`src/sv/shu_pkg.sv`:
```
// Shared types, constants and round functions for the SHA-256 message hasher.
// Depends on nothing; the top level and the compression engine import it.
package shu_pkg;

   localparam int WordWidth = 32;
   localparam int BlockWords = 16;
   localparam int HashWords = 8;
   localparam int Rounds = 64;
   localparam int LenWidth = 61;

   typedef logic [WordWidth-1:0] word_type;
   typedef logic [HashWords-1:0][WordWidth-1:0] hash_type;
   typedef logic [BlockWords-1:0][WordWidth-1:0] window_type;

   // Control from the sequencer to the compression engine.
   typedef struct packed {
      logic     wr_en;
      logic [3:0] wr_addr;
      word_type wr_data;
      logic     start;
      logic     reinit;
   } eng_ctl_type;

   localparam logic [LenWidth-1:0] MaxTotalBytes = {LenWidth{1'b1}};
   localparam word_type PadWord = 32'h8000_0000;
   localparam logic [5:0] LenStartPos = 6'd56;

   localparam hash_type InitHash = {
      32'h5be0cd19, 32'h1f83d9ab, 32'h9b05688c, 32'h510e527f,
      32'ha54ff53a, 32'h3c6ef372, 32'hbb67ae85, 32'h6a09e667};

   localparam word_type RoundK [Rounds] = '{
      32'h428a2f98, 32'h71374491, 32'hb5c0fbcf, 32'he9b5dba5,
      32'h3956c25b, 32'h59f111f1, 32'h923f82a4, 32'hab1c5ed5,
      32'hd807aa98, 32'h12835b01, 32'h243185be, 32'h550c7dc3,
      32'h72be5d74, 32'h80deb1fe, 32'h9bdc06a7, 32'hc19bf174,
      32'he49b69c1, 32'hefbe4786, 32'h0fc19dc6, 32'h240ca1cc,
      32'h2de92c6f, 32'h4a7484aa, 32'h5cb0a9dc, 32'h76f988da,
      32'h983e5152, 32'ha831c66d, 32'hb00327c8, 32'hbf597fc7,
      32'hc6e00bf3, 32'hd5a79147, 32'h06ca6351, 32'h14292967,
      32'h27b70a85, 32'h2e1b2138, 32'h4d2c6dfc, 32'h53380d13,
      32'h650a7354, 32'h766a0abb, 32'h81c2c92e, 32'h92722c85,
      32'ha2bfe8a1, 32'ha81a664b, 32'hc24b8b70, 32'hc76c51a3,
      32'hd192e819, 32'hd6990624, 32'hf40e3585, 32'h106aa070,
      32'h19a4c116, 32'h1e376c08, 32'h2748774c, 32'h34b0bcb5,
      32'h391c0cb3, 32'h4ed8aa4a, 32'h5b9cca4f, 32'h682e6ff3,
      32'h748f82ee, 32'h78a5636f, 32'h84c87814, 32'h8cc70208,
      32'h90befffa, 32'ha4506ceb, 32'hbef9a3f7, 32'hc67178f2};

   function automatic word_type rotr(input word_type x, input int n);
      rotr = (x >> n) | (x << (WordWidth - n));
   endfunction

   function automatic word_type big_sigma0(input word_type x);
      big_sigma0 = rotr(x, 2) ^ rotr(x, 13) ^ rotr(x, 22);
   endfunction

   function automatic word_type big_sigma1(input word_type x);
      big_sigma1 = rotr(x, 6) ^ rotr(x, 11) ^ rotr(x, 25);
   endfunction

   function automatic word_type small_sigma0(input word_type x);
      small_sigma0 = rotr(x, 7) ^ rotr(x, 18) ^ (x >> 3);
   endfunction

   function automatic word_type small_sigma1(input word_type x);
      small_sigma1 = rotr(x, 17) ^ rotr(x, 19) ^ (x >> 10);
   endfunction

endpackage

```
`src/sv/shu_if.sv`:
```
// Valid/ready channel interfaces for message beats and digest beats.
// Depends on nothing.
interface shu_req_if;
   logic        valid;
   logic        ready;
   logic [31:0] data_word;
   logic [2:0]  byte_count;
   logic        last_word;
   modport source (output valid, data_word, byte_count, last_word, input ready);
   modport sink (input valid, data_word, byte_count, last_word, output ready);
endinterface

interface shu_rsp_if;
   logic        valid;
   logic        ready;
   logic [31:0] digest_word;
   logic [2:0]  word_index;
   logic        last_of_digest;
   logic        length_error;
   modport source (output valid, digest_word, word_index, last_of_digest, length_error,
                   input ready);
   modport sink (input valid, digest_word, word_index, last_of_digest, length_error,
                 output ready);
endinterface

```
`src/sv/sha256_message_hasher_unit.sv`:
```
// Top level of the SHA-256 message hasher: byte gathering, padding sequencer, digest output.
// Depends on shu_pkg, shu_if and shu_engine.
//
// Message beats arrive on req: a big-endian word, a byte count (0 to 4, values
// above four count as four) and a last mark. Digest beats leave on rsp: eight
// beats, H0 first, the eighth marked last_of_digest. A beat that would push
// the message length past 2^61-1 bytes is dropped and answered by one error
// beat instead.
// One item is handled at a time. A beat that does not complete a block, and is
// not the last, leaves req ready for the next beat. A beat that completes a
// 64-byte block starts a compression that holds off req (64 rounds at one per
// cycle, then the hash update). The last beat adds the padding words, one or
// two compressions, then the eight digest beats, one per cycle while rsp.ready
// is high.
// A stalled receiver holds the current digest beat and no message beat is
// taken until the digest is fully delivered. Reset is synchronous and returns
// the block to the initial hash values and an empty message at once.
module sha256_message_hasher_unit (
   input logic  clock,
   input logic  reset,
   shu_req_if.sink   req,
   shu_rsp_if.source rsp
);
   import shu_pkg::*;

   localparam logic [2:0] S_IDLE = 3'd0;
   localparam logic [2:0] S_PAD  = 3'd1;
   localparam logic [2:0] S_FILL = 3'd2;
   localparam logic [2:0] S_LEN0 = 3'd3;
   localparam logic [2:0] S_LEN1 = 3'd4;
   localparam logic [2:0] S_COMP = 3'd5;
   localparam logic [2:0] S_OUT  = 3'd6;
   localparam logic [2:0] S_ERR  = 3'd7;

   logic [2:0]          state_ff, state_in;
   logic [2:0]          ret_ff, ret_in;
   logic [5:0]          pos_ff, pos_in;
   word_type            acc_ff, acc_in;
   logic [LenWidth-1:0] total_ff, total_in;
   logic [2:0]          idx_ff, idx_in;

   eng_ctl_type ctl;
   logic        eng_done;
   hash_type    hash;

   word_type            src_data, src_mask;
   logic [2:0]          src_cnt;
   logic [63:0]         merged;
   logic [6:0]          pos_sum;
   logic                word_done;
   logic [LenWidth:0]   total_sum;
   logic                overflow;
   logic [63:0]         bit_len;

   shu_engine u_engine (
      .clock (clock),
      .reset (reset),
      .ctl   (ctl),
      .done  (eng_done),
      .hash  (hash)
   );

   // Byte merge: place the new bytes after those already gathered in the word.
   always_comb begin
      if (state_ff == S_PAD) begin
         src_data = PadWord;
         src_cnt = 3'd1;
      end else begin
         src_data = req.data_word;
         src_cnt = (req.byte_count > 3'd4) ? 3'd4 : req.byte_count;
      end
      src_mask = ~(32'hFFFF_FFFF >> {src_cnt, 3'b000});
      merged = {acc_ff, 32'h0} | ({src_data & src_mask, 32'h0} >> {pos_ff[1:0], 3'b000});
      pos_sum = {1'b0, pos_ff} + {4'b0000, src_cnt};
      word_done = (pos_sum[6:2] != {1'b0, pos_ff[5:2]});
      total_sum = {1'b0, total_ff} + {{(LenWidth - 2){1'b0}}, src_cnt};
      overflow = total_sum > {1'b0, MaxTotalBytes};
      bit_len = {total_ff, 3'b000};
   end

   // Sequencer.
   always_comb begin
      state_in = state_ff;
      ret_in = ret_ff;
      pos_in = pos_ff;
      acc_in = acc_ff;
      total_in = total_ff;
      idx_in = idx_ff;
      ctl = '0;
      case (state_ff)
         S_IDLE: begin
            if (req.valid) begin
               if (overflow) begin
                  state_in = S_ERR;
               end else begin
                  total_in = total_sum[LenWidth-1:0];
                  pos_in = pos_sum[5:0];
                  acc_in = word_done ? merged[31:0] : merged[63:32];
                  ctl.wr_en = word_done;
                  ctl.wr_addr = pos_ff[5:2];
                  ctl.wr_data = merged[63:32];
                  ret_in = req.last_word ? S_PAD : S_IDLE;
                  if (pos_sum[6]) begin
                     ctl.start = 1'b1;
                     state_in = S_COMP;
                  end else begin
                     state_in = req.last_word ? S_PAD : S_IDLE;
                  end
               end
            end
         end
         S_PAD: begin
            pos_in = pos_sum[5:0];
            acc_in = word_done ? merged[31:0] : merged[63:32];
            ctl.wr_en = word_done;
            ctl.wr_addr = pos_ff[5:2];
            ctl.wr_data = merged[63:32];
            ret_in = S_FILL;
            if (pos_sum[6]) begin
               ctl.start = 1'b1;
               state_in = S_COMP;
            end else begin
               state_in = S_FILL;
            end
         end
         S_FILL: begin
            if (pos_ff == LenStartPos) begin
               state_in = S_LEN0;
            end else begin
               // Flush the partial word with zero bytes and step to the next word.
               ctl.wr_en = 1'b1;
               ctl.wr_addr = pos_ff[5:2];
               ctl.wr_data = acc_ff;
               acc_in = '0;
               pos_in = {pos_ff[5:2] + 4'd1, 2'b00};
               if (pos_ff[5:2] == 4'd15) begin
                  ctl.start = 1'b1;
                  ret_in = S_FILL;
                  state_in = S_COMP;
               end
            end
         end
         S_LEN0: begin
            ctl.wr_en = 1'b1;
            ctl.wr_addr = 4'd14;
            ctl.wr_data = bit_len[63:32];
            state_in = S_LEN1;
         end
         S_LEN1: begin
            ctl.wr_en = 1'b1;
            ctl.wr_addr = 4'd15;
            ctl.wr_data = bit_len[31:0];
            ctl.start = 1'b1;
            ret_in = S_OUT;
            state_in = S_COMP;
         end
         S_COMP: begin
            if (eng_done) begin
               state_in = ret_ff;
               idx_in = 3'd0;
            end
         end
         S_OUT: begin
            if (rsp.ready) begin
               idx_in = idx_ff + 3'd1;
               if (idx_ff == 3'd7) begin
                  // Set up for the next message.
                  ctl.reinit = 1'b1;
                  pos_in = '0;
                  acc_in = '0;
                  total_in = '0;
                  state_in = S_IDLE;
               end
            end
         end
         S_ERR: begin
            if (rsp.ready) begin
               state_in = S_IDLE;
            end
         end
         default: begin
            state_in = S_IDLE;
         end
      endcase
   end

   always_ff @(posedge clock) begin
      if (reset) begin
         state_ff <= S_IDLE;
         ret_ff <= S_IDLE;
         pos_ff <= '0;
         acc_ff <= '0;
         total_ff <= '0;
         idx_ff <= '0;
      end else begin
         state_ff <= state_in;
         ret_ff <= ret_in;
         pos_ff <= pos_in;
         acc_ff <= acc_in;
         total_ff <= total_in;
         idx_ff <= idx_in;
      end
   end

   // Channel outputs.
   assign req.ready = (state_ff == S_IDLE);
   assign rsp.valid = (state_ff == S_OUT) || (state_ff == S_ERR);
   assign rsp.digest_word = (state_ff == S_ERR) ? '0 : hash[idx_ff];
   assign rsp.word_index = (state_ff == S_ERR) ? 3'd0 : idx_ff;
   assign rsp.last_of_digest = (state_ff == S_ERR) || (idx_ff == 3'd7);
   assign rsp.length_error = (state_ff == S_ERR);

endmodule

```
`src/sv/shu_engine.sv`:
```
// Compression engine: block memory, message schedule window, round logic and hash words.
// Depends on shu_pkg.
module shu_engine (
   input  logic                 clock,
   input  logic                 reset,
   input  shu_pkg::eng_ctl_type ctl,
   output logic                 done,
   output shu_pkg::hash_type    hash
);
   import shu_pkg::*;

   word_type   block_mem [BlockWords];
   word_type   rdata_ff;
   logic [3:0] rd_addr;
   logic       run_ff, run_in;
   logic       fin_ff, fin_in;
   logic [5:0] t_ff, t_in;
   hash_type   vars_ff, vars_in;
   hash_type   hash_ff, hash_in;
   window_type win_ff, win_in;
   word_type   w, t1, t2;

   // Block memory: one write port from the sequencer, one read port for rounds.
   assign rd_addr = ctl.start ? 4'd0 : (t_ff[3:0] + 4'd1);

   always_ff @(posedge clock) begin
      if (ctl.wr_en) begin
         block_mem[ctl.wr_addr] <= ctl.wr_data;
      end
      rdata_ff <= block_mem[rd_addr];
   end

   // Schedule word: straight from memory for the first sixteen rounds.
   always_comb begin
      if (t_ff < 6'd16) begin
         w = rdata_ff;
      end else begin
         w = small_sigma1(win_ff[14]) + win_ff[9] + small_sigma0(win_ff[1]) + win_ff[0];
      end
      t1 = vars_ff[7] + big_sigma1(vars_ff[4])
         + ((vars_ff[4] & vars_ff[5]) ^ (~vars_ff[4] & vars_ff[6])) + RoundK[t_ff] + w;
      t2 = big_sigma0(vars_ff[0])
         + ((vars_ff[0] & vars_ff[1]) ^ (vars_ff[0] & vars_ff[2]) ^ (vars_ff[1] & vars_ff[2]));
   end

   // Round sequencing and hash update.
   always_comb begin
      run_in = run_ff;
      fin_in = 1'b0;
      t_in = t_ff;
      vars_in = vars_ff;
      win_in = win_ff;
      hash_in = hash_ff;
      if (ctl.start) begin
         run_in = 1'b1;
         t_in = 6'd0;
         vars_in = hash_ff;
      end else if (run_ff) begin
         win_in = {w, win_ff[BlockWords-1:1]};
         vars_in = {vars_ff[6], vars_ff[5], vars_ff[4], vars_ff[3] + t1,
                    vars_ff[2], vars_ff[1], vars_ff[0], t1 + t2};
         t_in = t_ff + 6'd1;
         if (t_ff == 6'(Rounds - 1)) begin
            run_in = 1'b0;
            fin_in = 1'b1;
         end
      end
      if (fin_ff) begin
         for (int i = 0; i < HashWords; i++) begin
            hash_in[i] = hash_ff[i] + vars_ff[i];
         end
      end
      if (ctl.reinit) begin
         hash_in = InitHash;
      end
   end

   always_ff @(posedge clock) begin
      if (reset) begin
         run_ff <= 1'b0;
         fin_ff <= 1'b0;
         t_ff <= 6'd0;
         hash_ff <= InitHash;
      end else begin
         run_ff <= run_in;
         fin_ff <= fin_in;
         t_ff <= t_in;
         hash_ff <= hash_in;
      end
      vars_ff <= vars_in;
      win_ff <= win_in;
   end

   assign done = fin_ff;
   assign hash = hash_ff;

endmodule

```
`src/flat_wrapper.sv`:
```
// flat-port wrapper written by rule: the top's interface ports become plain ports
module sha256_message_hasher_unit_flat import shu_pkg::*;
  (clock, reset, req_valid, req_data_word, req_byte_count, req_last_word, req_ready, rsp_valid, rsp_digest_word, rsp_word_index, rsp_last_of_digest, rsp_length_error, rsp_ready);
  shu_req_if req_i ();
  shu_rsp_if rsp_i ();
  input logic clock;
  input logic reset;
  input wire logic [$bits(req_i.valid)-1:0] req_valid;
  input wire logic [$bits(req_i.data_word)-1:0] req_data_word;
  input wire logic [$bits(req_i.byte_count)-1:0] req_byte_count;
  input wire logic [$bits(req_i.last_word)-1:0] req_last_word;
  output wire logic [$bits(req_i.ready)-1:0] req_ready;
  output wire logic [$bits(rsp_i.valid)-1:0] rsp_valid;
  output wire logic [$bits(rsp_i.digest_word)-1:0] rsp_digest_word;
  output wire logic [$bits(rsp_i.word_index)-1:0] rsp_word_index;
  output wire logic [$bits(rsp_i.last_of_digest)-1:0] rsp_last_of_digest;
  output wire logic [$bits(rsp_i.length_error)-1:0] rsp_length_error;
  input wire logic [$bits(rsp_i.ready)-1:0] rsp_ready;
  assign req_i.valid = req_valid;
  assign req_i.data_word = req_data_word;
  assign req_i.byte_count = req_byte_count;
  assign req_i.last_word = req_last_word;
  assign req_ready = req_i.ready;
  assign rsp_valid = rsp_i.valid;
  assign rsp_digest_word = rsp_i.digest_word;
  assign rsp_word_index = rsp_i.word_index;
  assign rsp_last_of_digest = rsp_i.last_of_digest;
  assign rsp_length_error = rsp_i.length_error;
  assign rsp_i.ready = rsp_ready;
  sha256_message_hasher_unit u_core (.clock(clock), .reset(reset), .req(req_i), .rsp(rsp_i));
endmodule
```
`config.mk`:
```
export PLATFORM = sky130hd
export DESIGN_NAME = sha256_message_hasher_unit_flat
export DESIGN_NICKNAME = d
export VERILOG_FILES = /design/src/sv/shu_pkg.sv /design/src/sv/shu_if.sv /design/src/sv/sha256_message_hasher_unit.sv /design/src/sv/shu_engine.sv /design/src/flat_wrapper.sv
export SDC_FILE = /design/constraint.sdc
export NUM_CORES = 2
export LEC_CHECK = 0
export BUFFER_PORTS_ARGS = -buffer_cell sky130_fd_sc_hd__buf_2
export CORE_AREA = 2 2 578 580
export CTS_CLUSTER_DIAMETER = 80
export DETAILED_ROUTE_END_ITERATION = 10
export DIE_AREA = 0 0 580 582
export GPL_TIMING_DRIVEN = 0
export HOLD_SLACK_MARGIN = 0.08
export PLACE_DENSITY = 0.5
export SLEW_MARGIN = 20
export SYNTH_ARGS = -nofsm -noshare
export SYNTH_HDL_FRONTEND = slang
export SYNTH_SLANG_ARGS = --single-unit
```
`constraint.sdc`:
```
create_clock -name clock -period 20.9 [get_ports clock]
set_input_delay 3.135 -clock clock [delete_from_list [all_inputs] [get_ports clock]]
set_output_delay 3.135 -clock clock [all_outputs]
set_load 0.02 [all_outputs]
```
==> flow_summary_export.csv <==
group,metric,value,unit
outcome,outcome,"finished, final reports clean",
setup_path,cp.arrival,13.80,ns
route,drt_iter0_markers,7873,
yosys,synth_area,92300,um2
sta,report.final.slew_viol_count,0,
yosys,ys_seq_area_share,50.4,%
clocking,cts.sinks,1684,
yosys,synth-seq-cells,1684,
clocking,htreeDepth,4,
yosys,synth_commonest_cells,"edfxtp_1 (1280), nand2_1 (1278), nor2_1 (606)",
place,place_hpwl,280,mm
setup_path,critPathMaxFanout,14,
die,die_area,338000,um2
grt,grtUsageTotal,20.9,%
die,die_w,580,um
route,ant_nets,0,
sta,tightest_slew,1.22,ns
route,viasPerCell,5.18,
yosys,ys.warnings.count,0,
grt,antenna_found_initial,24,
sta,hold_viol_final,0,
yosys,ys_types,95,
setup_path,max_stage_delay,0.86,ns
sta,rsz0062_at_grt,"no",
route,avgRoutedWirePerCell,26.9,um
yosys,syn_nets,9248,
setup_path,critPathKind,"flip-flop to flip-flop",
final_layout,syn_to_final_growth,16.0,%
final_layout,layout-drive-gt1-share,9.01,%
yosys,synth-edff-count,1280,
clocking,cts_buffers,203,
setup_path,cp-end-kind,"flip-flop",
clocking,cts-root-buf,"clkbuf_16",
run,maxCapViolCount,0,
clocking,clk_transition_reported_paths,0.06,ns
setup_path,slowest_stage,"o41ai_1",
yosys,syn_area_per_cell,10.7,um2
clocking,ctsHoldBuffers,0,
sta,finClkSkew,0.0854,ns
clocking,cts_tree,"built",
yosys,yosys.area.top_type,"edfxtp_1",
setup_path,cp-start-kind,"flip-flop",
route,wirelength,364,mm
die,start_util,27.8,%
yosys,synth_area_leaders,"edfxtp_1 (42%), dfxtp_1 (8.8%), ha_1 (5.7%), nand2_1 (5.2%), fa_1 (4.3%)",
route,drc,0,
worst_hold_path,hold_class,"flip-flop to flip-flop",
sta,min_period,13.25,ns
place,io_buffers,78,
grt,grt_start_max_net_pins,59,
clocking,cts_setup_buffers,0,
yosys,synthMostInstantiatedCell,"edfxtp_1",
clocking,clock_path_buffers,4,
place,gp_congestion,0.977,
setup_path,crit_required,21.45,ns
die,ios,79,
sta,slew-limit-headroom,18.7,%
final_layout,nets,9620,
clocking,cts_resized,0,
final_layout,postLayoutCoreUtil,32.3,%
grt,grt_pass1_vias,67600,
die,die_y,582,um
sta,setup_viol_count_final,0,
yosys,syn-instance-count,8592,
die,num_rows,212,
clocking,insertion_delay,0.92,ns
yosys,postSynth.asyncResetShare,0,%
grt,grt_overflow,0,
sta,max_freq,0.0755,GHz
die,core_area,332000,um2
grt,grt_pass1_wl,508,mm
yosys,yosysTopAreaCellShare,41.6,%
route,vias,70100,
route,dr.pass1.iters,9,
sta,post-route-period-util,63.4,%
yosys,ys.flop_type,"edfxtp_1",
cell families after synthesis:
family,Yosys count,share of synthesized area [%]
adders and majority gates,645,10.3
xor gates and xnor gates,617,5.86
muxes,366,5.01
AOI/OAI and AO/OA,1940,13.3
DFF,1684,50.4
buffers and inverters,829,3.46
and+or+nand+nor,2511,11.7
state kept, by name (all words and copies together) (netlist names):
register	count
u_core.idx_ff	3
u_core.ret_ff	3
u_core.acc_ff	32
u_core.u_engine.done	1
u_core.total_ff	61
u_core.u_engine.vars_ff	256
u_core.pos_ff	6
u_core.state_ff	3
u_core.u_engine.win_ff	512
u_core.u_engine.run_ff	1
u_core.u_engine.block_mem	512
u_core.u_engine.t_ff	6
u_core.u_engine.rdata_ff	32
u_core.u_engine.hash	256
stage by stage:
stage / hold slack (ns) / area [um2] / instances / setup slack, ns / TNS, ns
2_1_floorplan: 0.400 / 92300 / 8592 / 2.86 / 0
3_3_place_gp: 0.400 / 98200 / 13100 / -5.15 / -2616.08
3_5_place_dp: 0.405 / 100000 / 13100 / 7.70 / 0
4_1_cts: 0.387 / 107000 / 13500 / 7.60 / 0
5_1_grt: 0.400 / 107000 / 13500 / 7.16 / 0
6_report: 0.389 / 107000 / 13500 / 7.65 / 0
per-layer routing:
metal,GRT usage [%],routed length (um),up-vias
li1,-,-,31700
met1,29.5,165000,35000
met2,31.9,158000,2840
met3,3.49,25800,510
met4,7.66,14400,6
met5,0,40,-
critical path, delay by kind of cell, from the launching register on:
kind	cells	cell delay, ns
AOI/OAI and AO/OA	16	4.64
buffers and inverters	5	2.96
xor gates and xnor gates	2	0.93
adders and majority gates	4	2.00
DFF	1	0.66
and+or+nand+nor	6	1.62
final timing paths:
check	startpoint	endpoint	slack [ns]	depth (start not counted)
min reg2reg	u_core.u_engine.win_ff[200]	u_core.u_engine.win_ff[168]	0.39	0
max reg2reg	u_core.u_engine.t_ff[0]	u_core.u_engine.vars_ff[158]	7.65	33
max	u_core.u_engine.t_ff[0]	u_core.u_engine.vars_ff[158]	7.65	33
min	u_core.u_engine.win_ff[200]	u_core.u_engine.win_ff[168]	0.39	0
final cells by class:
class | count | area [um2]
Multi-Input combinational cell | 6079 | 42900
Clock inverter | 99 | 1070
Sequential cell | 1684 | 46500
Timing Repair Buffer | 167 | 2070
Fill cell | 33600 | 225000
Buffer | 432 | 1790
Inverter | 397 | 1490
Tap cell | 4387 | 5490
Clock buffer | 274 | 5620
Antenna cell | 12 | 30.0
cell usage in the layout (no fill, tap or decap), types with 30 or more instances in the layout:
| cell type | n |
|---|---|
| or3_1 | 58 |
| nand3_1 | 136 |
| nand2_1 | 1278 |
| buf_16 | 34 |
| clkbuf_2 | 50 |
| clkbuf_16 | 208 |
| edfxtp_1 | 1280 |
| nor2_1 | 590 |
| o21a_1 | 75 |
| o21bai_1 | 54 |
| a21oi_1 | 602 |
| a21o_1 | 159 |
| dfxtp_1 | 404 |
| nor2b_1 | 58 |
| mux2_2 | 74 |
| a211oi_1 | 83 |
| and3_1 | 49 |
| buf_1 | 44 |
| inv_1 | 394 |
| a22oi_1 | 84 |
| fa_1 | 199 |
| o21ai_0 | 443 |
| ha_1 | 417 |
| nor3_1 | 115 |
| a311oi_1 | 32 |
| a31oi_1 | 51 |
| buf_2 | 132 |
| xor2_1 | 174 |
| mux2i_1 | 223 |
| mux4_2 | 69 |
| nand2b_1 | 71 |
| nand4_1 | 30 |
| xnor2_1 | 437 |
| clkbuf_1 | 332 |
Power is not shown: default switching activity piles up to over one toggle a cycle in this logic, so the estimate is an artifact.
